==> config.mk <==
export PLATFORM = sky130hd
export DESIGN_NAME = adsr_envelope_vca
export DESIGN_NICKNAME = d
export VERILOG_FILES = /design/src/sv/adsr_pkg.sv /design/src/sv/adsr_envelope_vca.sv
export SDC_FILE = /design/constraint.sdc
export NUM_CORES = 1
export LEC_CHECK = 0
export ABC_AREA = 1
export BUFFER_PORTS_ARGS = -buffer_cell sky130_fd_sc_hd__clkbuf_2
export CAP_MARGIN = 10
export CORE_MARGIN = 2
export CORE_UTILIZATION = 63
export CTS_CLUSTER_SIZE = 24
export DETAILED_ROUTE_END_ITERATION = 12
export PLACE_DENSITY_LB_ADDON = 0.08
export SETUP_SLACK_MARGIN = 0.3
export SYNTH_ARGS = -nofsm -noshare
export SYNTH_HDL_FRONTEND = slang
export SYNTH_SLANG_ARGS = --single-unit
==> constraint.sdc <==
create_clock -name clk -period 10.5 [get_ports clk]
set_input_delay 1.575 -clock clk [delete_from_list [all_inputs] [get_ports clk]]
set_output_delay 1.575 -clock clk [all_outputs]
set_load 0.01 [all_outputs]
==> src/sv/adsr_pkg.sv <==
// Shared types and constants for the ADSR envelope and VCA block.
package adsr_pkg;

  localparam int LEVEL_BITS = 16;
  localparam int FRAC_BITS  = 15;
  localparam logic [LEVEL_BITS-1:0] FULL_SCALE = 16'h8000;

  localparam int RESET_ATTACK  = 48;
  localparam int RESET_DECAY   = 0;
  localparam int RESET_SUSTAIN = 32768;
  localparam int RESET_RELEASE = 24000;

  typedef enum logic [1:0] {
    PH_RELEASE = 2'd0,
    PH_ATTACK  = 2'd1,
    PH_DECAY   = 2'd2,
    PH_SUSTAIN = 2'd3
  } env_phase_t;

  typedef enum logic [1:0] {
    REG_ATTACK  = 2'd0,
    REG_DECAY   = 2'd1,
    REG_SUSTAIN = 2'd2,
    REG_RELEASE = 2'd3
  } cfg_reg_t;

  typedef enum logic [2:0] {
    ST_IDLE,
    ST_MUL_ENV,
    ST_DIV,
    ST_VCA_LOAD,
    ST_MUL_VCA,
    ST_FINISH
  } seq_state_t;

endpackage

==> src/sv/adsr_envelope_vca.sv <==
// Linear ADSR envelope generator with VCA, bit-serial multiply and divide.
// Each item walks the sequencer states in order: attack divides, decay and live release
//   multiply then divide, sustain and silent release skip both; all then load the VCA,
//   multiply and finish (16-step shift-add multipliers, a TIME_BITS+16 step restoring divider).
// No new item is taken before the result is loaded into the output register; one is taken
//   the cycle after, even while that result waits. The load waits while a result is unaccepted.
// Reset (rst, synchronous): silent release phase, time counter and held level
//   cleared, registers back to their defaults, output register emptied.
module adsr_envelope_vca #(
  parameter int SAMPLE_BITS = 16,
  parameter int TIME_BITS   = 19
) (
  input  logic clk,
  input  logic rst,
  // input item
  input  logic                                     s_tvalid,
  output logic                                     s_tready,
  input  logic [((SAMPLE_BITS+7)/8)*8-1:0]         s_tdata,   // sample_in
  input  logic [0:0]                               s_tuser,   // gate
  // result item
  output logic                                     m_tvalid,
  input  logic                                     m_tready,
  output logic [((SAMPLE_BITS+16+7)/8)*8-1:0]      m_tdata,   // sample_out, env_level
  // register writes
  input  logic                                     cfg_valid,
  output logic                                     cfg_ready,
  input  logic [1:0]                               cfg_addr,
  input  logic [((TIME_BITS > 16) ? TIME_BITS : 16)-1:0] cfg_data
);

  localparam int LVL_W = adsr_pkg::LEVEL_BITS;
  localparam int FRAC  = adsr_pkg::FRAC_BITS;
  // dividend width: time (or time span) times a Q1.15 factor
  localparam int NUM_W = TIME_BITS + LVL_W;
  localparam int ACC_W = ((TIME_BITS > SAMPLE_BITS) ? TIME_BITS : SAMPLE_BITS) + LVL_W;
  localparam int CNT_W = $clog2(NUM_W);
  localparam int OUT_W = ((SAMPLE_BITS + 16 + 7) / 8) * 8;

  // ---------------------------------------------------------------------------
  // configuration registers; the block does not enforce it, but writes must arrive only while idle
  // ---------------------------------------------------------------------------
  logic [TIME_BITS-1:0] attack_samples;
  logic [TIME_BITS-1:0] decay_samples;
  logic [LVL_W-1:0]     sustain_level;
  logic [TIME_BITS-1:0] release_samples;

  assign cfg_ready = 1'b1;

  always_ff @(posedge clk) begin
    if (rst) begin
      attack_samples  <= TIME_BITS'(adsr_pkg::RESET_ATTACK);
      decay_samples   <= TIME_BITS'(adsr_pkg::RESET_DECAY);
      sustain_level   <= LVL_W'(adsr_pkg::RESET_SUSTAIN);
      release_samples <= TIME_BITS'(adsr_pkg::RESET_RELEASE);
    end else if (cfg_valid && cfg_ready) begin
      case (adsr_pkg::cfg_reg_t'(cfg_addr))
        adsr_pkg::REG_ATTACK:  attack_samples  <= cfg_data[TIME_BITS-1:0];
        adsr_pkg::REG_DECAY:   decay_samples   <= cfg_data[TIME_BITS-1:0];
        adsr_pkg::REG_SUSTAIN: sustain_level   <= cfg_data[LVL_W-1:0];
        adsr_pkg::REG_RELEASE: release_samples <= cfg_data[TIME_BITS-1:0];
        default: ;
      endcase
    end
  end

  // sustain above full scale behaves as full scale
  logic [LVL_W-1:0] sustain_sat;
  assign sustain_sat = (sustain_level > adsr_pkg::FULL_SCALE) ? adsr_pkg::FULL_SCALE
                                                              : sustain_level;

  // ---------------------------------------------------------------------------
  // envelope state and work registers
  // ---------------------------------------------------------------------------
  adsr_pkg::seq_state_t state, state_next;
  adsr_pkg::env_phase_t phase;
  logic [TIME_BITS-1:0]   time_count;
  logic [LVL_W-1:0]       held_level;
  logic                   gate_prev;

  logic [SAMPLE_BITS-1:0] sample;     // sample held for the VCA
  logic [LVL_W-1:0]       level;      // envelope level of this item
  logic [ACC_W-1:0]       acc;        // product accumulator, then dividend/quotient
  logic [ACC_W-1:0]       mcand;      // multiplicand, shifts left each step
  logic [LVL_W-1:0]       mplier;     // multiplier, shifts right each step
  logic [TIME_BITS-1:0]   rem;        // partial remainder of the divider
  logic [CNT_W-1:0]       cnt;        // steps left in the present pass

  logic [SAMPLE_BITS-1:0] out_sample;
  logic [LVL_W-1:0]       out_level;

  logic accept;
  assign s_tready = (state == adsr_pkg::ST_IDLE);
  assign accept   = s_tvalid && s_tready;

  // ---------------------------------------------------------------------------
  // phase resolution for an incoming item: gate edges, then phases that
  // have run their length (a zero length drops straight through)
  // ---------------------------------------------------------------------------
  logic                 gate_in, rise, fall;
  adsr_pkg::env_phase_t ph0, ph1, ph2;
  logic [TIME_BITS-1:0] t0, t1, t2, t2_inc;
  logic                 rel_silent;

  always_comb begin
    gate_in = s_tuser[0];
    rise    = gate_in && !gate_prev;
    fall    = !gate_in && gate_prev;

    ph0 = rise ? adsr_pkg::PH_ATTACK : (fall ? adsr_pkg::PH_RELEASE : phase);
    t0  = (rise || fall) ? '0 : time_count;

    ph1 = ph0;
    t1  = t0;
    if (ph0 == adsr_pkg::PH_ATTACK && t0 >= attack_samples) begin
      ph1 = adsr_pkg::PH_DECAY;
      t1  = '0;
    end

    ph2 = ph1;
    t2  = t1;
    if (ph1 == adsr_pkg::PH_DECAY && t1 >= decay_samples) begin
      ph2 = adsr_pkg::PH_SUSTAIN;
      t2  = '0;
    end

    t2_inc     = (&t2) ? t2 : t2 + TIME_BITS'(1);
    rel_silent = (release_samples == '0) || (t2 >= release_samples);
  end

  // ---------------------------------------------------------------------------
  // serial datapath steps
  // ---------------------------------------------------------------------------
  logic [TIME_BITS-1:0] divisor;
  logic [TIME_BITS:0]   rem_sh;
  logic                 q_bit;
  logic [TIME_BITS-1:0] rem_next;
  logic [ACC_W-1:0]     div_acc_next;
  logic [ACC_W-1:0]     mul_acc_next;
  logic [LVL_W-1:0]     quot;
  logic [LVL_W-1:0]     level_div;
  logic                 neg;
  logic [SAMPLE_BITS-1:0] mag;
  logic [SAMPLE_BITS-1:0] prod_mag;

  always_comb begin
    case (phase)
      adsr_pkg::PH_ATTACK: divisor = attack_samples;
      adsr_pkg::PH_DECAY:  divisor = decay_samples;
      default:             divisor = release_samples;
    endcase

    // restoring division, one quotient bit per cycle
    rem_sh       = {rem, acc[NUM_W-1]};
    q_bit        = (rem_sh >= {1'b0, divisor});
    rem_next     = q_bit ? TIME_BITS'(rem_sh - {1'b0, divisor}) : rem_sh[TIME_BITS-1:0];
    div_acc_next = {acc[ACC_W-2:0], q_bit};
    quot         = div_acc_next[LVL_W-1:0];
    level_div    = (phase == adsr_pkg::PH_DECAY) ? adsr_pkg::FULL_SCALE - quot : quot;

    // shift-add multiply, one multiplier bit per cycle
    mul_acc_next = mplier[0] ? acc + mcand : acc;

    // VCA works on the magnitude; flooring it rounds toward zero
    neg      = sample[SAMPLE_BITS-1];
    mag      = neg ? SAMPLE_BITS'(-sample) : sample;
    prod_mag = acc[SAMPLE_BITS+FRAC-1:FRAC];
  end

  // ---------------------------------------------------------------------------
  // sequencer
  // ---------------------------------------------------------------------------
  always_ff @(posedge clk) begin
    if (rst) begin
      state <= adsr_pkg::ST_IDLE;
    end else begin
      state <= state_next;
    end
  end

  always_comb begin
    state_next = state;
    case (state)
      adsr_pkg::ST_IDLE: begin
        if (accept) begin
          case (ph2)
            adsr_pkg::PH_ATTACK:  state_next = adsr_pkg::ST_DIV;
            adsr_pkg::PH_DECAY:   state_next = adsr_pkg::ST_MUL_ENV;
            adsr_pkg::PH_SUSTAIN: state_next = adsr_pkg::ST_VCA_LOAD;
            default: state_next = rel_silent ? adsr_pkg::ST_VCA_LOAD
                                             : adsr_pkg::ST_MUL_ENV;
          endcase
        end
      end
      adsr_pkg::ST_MUL_ENV:  if (cnt == '0) state_next = adsr_pkg::ST_DIV;
      adsr_pkg::ST_DIV:      if (cnt == '0) state_next = adsr_pkg::ST_VCA_LOAD;
      adsr_pkg::ST_VCA_LOAD: state_next = adsr_pkg::ST_MUL_VCA;
      adsr_pkg::ST_MUL_VCA:  if (cnt == '0) state_next = adsr_pkg::ST_FINISH;
      adsr_pkg::ST_FINISH:   if (!m_tvalid || m_tready) state_next = adsr_pkg::ST_IDLE;
      default:               state_next = adsr_pkg::ST_IDLE;
    endcase
  end

  // envelope state
  always_ff @(posedge clk) begin
    if (rst) begin
      phase      <= adsr_pkg::PH_RELEASE;
      time_count <= '0;
      held_level <= '0;
      gate_prev  <= 1'b0;
    end else begin
      if (accept) begin
        phase      <= ph2;
        time_count <= t2_inc;
        gate_prev  <= gate_in;
      end
      // the level while the note is held is where a release starts from
      if (state == adsr_pkg::ST_VCA_LOAD && phase != adsr_pkg::PH_RELEASE) begin
        held_level <= level;
      end
    end
  end

  // serial datapath
  always_ff @(posedge clk) begin
    case (state)
      adsr_pkg::ST_IDLE: begin
        if (accept) begin
          sample <= s_tdata[SAMPLE_BITS-1:0];
          rem    <= '0;
          case (ph2)
            adsr_pkg::PH_ATTACK: begin
              acc <= ACC_W'(t2) << FRAC;
              cnt <= CNT_W'(NUM_W - 1);
            end
            adsr_pkg::PH_DECAY: begin
              acc    <= '0;
              mcand  <= ACC_W'(t2);
              mplier <= adsr_pkg::FULL_SCALE - sustain_sat;
              cnt    <= CNT_W'(LVL_W - 1);
            end
            adsr_pkg::PH_SUSTAIN: begin
              level <= sustain_sat;
            end
            default: begin
              level  <= '0;
              acc    <= '0;
              mcand  <= ACC_W'(release_samples - t2);
              mplier <= held_level;
              cnt    <= CNT_W'(LVL_W - 1);
            end
          endcase
        end
      end
      adsr_pkg::ST_MUL_ENV: begin
        acc    <= mul_acc_next;
        mcand  <= mcand << 1;
        mplier <= mplier >> 1;
        cnt    <= (cnt == '0) ? CNT_W'(NUM_W - 1) : cnt - CNT_W'(1);
      end
      adsr_pkg::ST_DIV: begin
        acc <= div_acc_next;
        rem <= rem_next;
        cnt <= cnt - CNT_W'(1);
        if (cnt == '0) begin
          level <= level_div;
        end
      end
      adsr_pkg::ST_VCA_LOAD: begin
        acc    <= '0;
        mcand  <= ACC_W'(mag);
        mplier <= level;
        cnt    <= CNT_W'(LVL_W - 1);
      end
      adsr_pkg::ST_MUL_VCA: begin
        acc    <= mul_acc_next;
        mcand  <= mcand << 1;
        mplier <= mplier >> 1;
        cnt    <= cnt - CNT_W'(1);
      end
      default: ;
    endcase
  end

  // ---------------------------------------------------------------------------
  // output register
  // ---------------------------------------------------------------------------
  logic load_out;
  assign load_out = (state == adsr_pkg::ST_FINISH) && (!m_tvalid || m_tready);

  always_ff @(posedge clk) begin
    if (rst) begin
      m_tvalid <= 1'b0;
    end else if (load_out) begin
      m_tvalid <= 1'b1;
    end else if (m_tready) begin
      m_tvalid <= 1'b0;
    end
  end

  always_ff @(posedge clk) begin
    if (load_out) begin
      out_sample <= neg ? SAMPLE_BITS'(-prod_mag) : prod_mag;
      out_level  <= level;
    end
  end

  assign m_tdata = OUT_W'({out_level, out_sample});

endmodule

==> impl_metrics.toml <==
[final_layout]
finalNonFillerCells = 2879
synthToLayoutAreaGrowth_pct = 8.80
nNetsFinal = 2633
multi_input_area_sq_um = 9920
register_area_sq_um = 7560
fillerInstances = 2480
drive_gt1_share_pct = 7.88

[global_routing]
grt_remaining_overflow = 0
grt_usage_pct = 38.4
grt_pass1_wl_um = 92900
grt_max_degree = 93
antenna_found_initial = 0
grt_pass1_vias = 16673

[synthesis]
synth_area_leader_cell = "edfxtp_1"
ys_seq_area_share_pct = 40.0
synth.net_count = 2598
dominantRegCellSynth = "edfxtp_1"
yosys-mux-area-fraction_pct = 0
synth_area_leaders = "edfxtp_1 (28%), dfxtp_1 (12%), nand2_1 (9.8%)"
syn_inst = 2430
synth-edff-count = 175
synth_warnings = 0
synth_top_area_share_pct = 27.8
ys_types = 59
synth_compound_area_share_pct = 19.4
syn_area_sq_um = 18900
synth_fa_ha_area_share_pct = 8.41
synth_xor_area_share_pct = 3.29
synth_async_sr_flop_share_pct = 0
synthSimpleGateAreaFrac_pct = 21.2
avgSynthCellArea_sq_um = 7.77
yosys_register_bits = 290
synth_top_family_by_area = "simple AND/OR/NAND/NOR gates"

[sta]
fin_skew_ps = 15.9
worstMarginPinSlew_ps = 1210
maxSlewHeadroom_pct = 19.5
setup_violations = 0
rsz0062_at_grt = "no"
post-route-min-period_ps = 8370
drv_slew = 0
fmax_mhz = 119
post-route-period-util_pct = 79.7
fin_tns_setup_ps = 0
timing.final.hold_violations = 0
hold_ws_ps = 461

[power_and_ir_drop]
leakage_nw = 8.89
power.total_mw = 7.37
power.density_nw_per_um2 = 359
max-vdd-ir-drop_mv = 0.367

[flow_run]
cap_violations = 0

[place]
io_buffer_count = 76
dpl.cell_count = 2822
gp_congestion = 1.07
dp_hpwl_um = 45400

[critical_path]
required_ps = 10810
crit_fanout = 38
crit_family = "simple AND/OR/NAND/NOR gates"
worst_setup_path_start_kind = "input port"
crit_path_end_kind = "register"
criticalPathCategory = "in -> reg"
arrival_ps = 8690
max_stage_delay_ps = 760
path_buf_inv = 8
slowest_stage = "ha_1"
crit_top_cell = "nand2_1"

[route]
drt-pass1-iter-count = 7
antenna_left = 0
via_per_inst = 6.25
vias = 17984
drt-total-wl_um = 61000
wl_per_cell_um = 21.2
drt_iter0_markers = 2346
drc_errors = 0

[clock_network]
cts_setup_buffers = 0
cts_buffers = 31
clk_latency_ps = 590
cts_tree = "done"
cts_num_sinks = 290
hold_buffers = 0
cts_resized = 0
root_buffer = "clkbuf_16"
path_clk_slew_ps = 60
cts_buffer_depth = 3
cts_max_level = 1

[floorplanning]
dieWidth_um = 177
core_area_sq_um = 29600
die_area_sq_um = 31400
io_pins = 78
die_y_um = 177
rows = 63
start_util_pct = 63.9

[min_path]
hold_class = "reg -> reg"

[run_status]
status = "complete, no violations"
-- layout by cell type (no fill, tap or decap), types with 14 or more instances in the layout --
| cell type | n |
|---|---|
| a21oi_1 | 216 |
| a22oi_1 | 19 |
| buf_4 | 14 |
| clkbuf_16 | 31 |
| clkbuf_2 | 76 |
| dfxtp_1 | 115 |
| edfxtp_1 | 175 |
| ha_1 | 122 |
| inv_1 | 263 |
| nand2_1 | 493 |
| nand3_1 | 93 |
| nand4_1 | 33 |
| nor2_1 | 218 |
| nor2_2 | 14 |
| nor3_1 | 31 |
| nor4_1 | 17 |
| o211ai_1 | 55 |
| o21ai_0 | 249 |
| o221ai_1 | 18 |
| xnor2_1 | 22 |
| xor2_1 | 49 |
-- cell type report --
| cell class | instances | share of cell area, % |
|---|---|---|
| inverter | 278 | 5.09 |
| clock inverter | 14 | 0.792 |
| multi-input combinational | 1774 | 48.3 |
| antenna | 1 | 0.0122 |
| tap | 390 | 2.38 |
| sequential | 290 | 36.8 |
| clock buffer | 42 | 4.27 |
| timing repair buffer | 90 | 2.36 |
-- final timing paths --
kind | start | endpoint | slack (ps) | cells past startpoint
min | held_level[0] | held_level[0] | 460 | 2
max reg2reg | gate_prev | mcand[18] | 2940 | 39
min reg2reg | held_level[0] | held_level[0] | 460 | 2
max | s_tuser | mcand[18] | 2130 | 41
-- metal layers --
metal  wire (um)  global-route usage (%)  vias up  share of wire (%)
met1       24200                    51.7     8265                 40
met5           0                       0        -                  0
met3        6420                    6.44      200                 11
met4        3280                    18.3        0                5.4
li1            -                       -     8455                  -
met2       27100                    60.3     1064                 44
-- power breakdown --
group	total [mW]	internal [mW]	switching, mW
clock network	1.13	0.657	0.474
logic	4.11	1.28	2.83
registers	2.13	1.82	0.309
-- sequential cells by signal (all words and copies together) (netlist names) --
register	flops
gate_prev	1
m_tvalid	1
mcand	35
attack_samples	19
decay_samples	19
level	16
sample	16
mplier	16
state	3
time_count	19
held_level	16
rem	19
release_samples	19
out_level	16
acc	35
sustain_level	16
out_sample	16
phase	2
cnt	6
-- synth_stat cells (33+ instances only) --
cell        n
nand4_1    33
edfxtp_1  175
o211ai_1   55
clkbuf_1   66
dfxtp_1   115
a21oi_1   217
xor2_1     49
inv_1     264
o21ai_0   249
nand3_1    93
nand2_1   493
ha_1      122
nor2_1    222
-- metrics by stage --
stage,setup slack [ps],instance area (sq um),util [%]
after floorplan,1010,18900,-
after global placement,1780,19500,66.0
after detailed placement,1740,19500,66.0
after CTS,2310,20500,69.5
after global routing,1650,20500,69.5
final,2130,20500,69.5
-- worst min-delay path: stages, from the launching register on --
cell and delay [ps]:
dfxtp_1 310, nand2_1 60, a21oi_1 50
-- kinds of logic after synthesis --
group / after synthesis
xor gates and xnor gates: 71
DFF: 290
adders and majority gates: 125
buffers and inverters: 366
and+or+nand+nor: 935
AOI/OAI and AO/OA: 642
other: 1
Note: power is estimated with default switching activity, not from simulation.
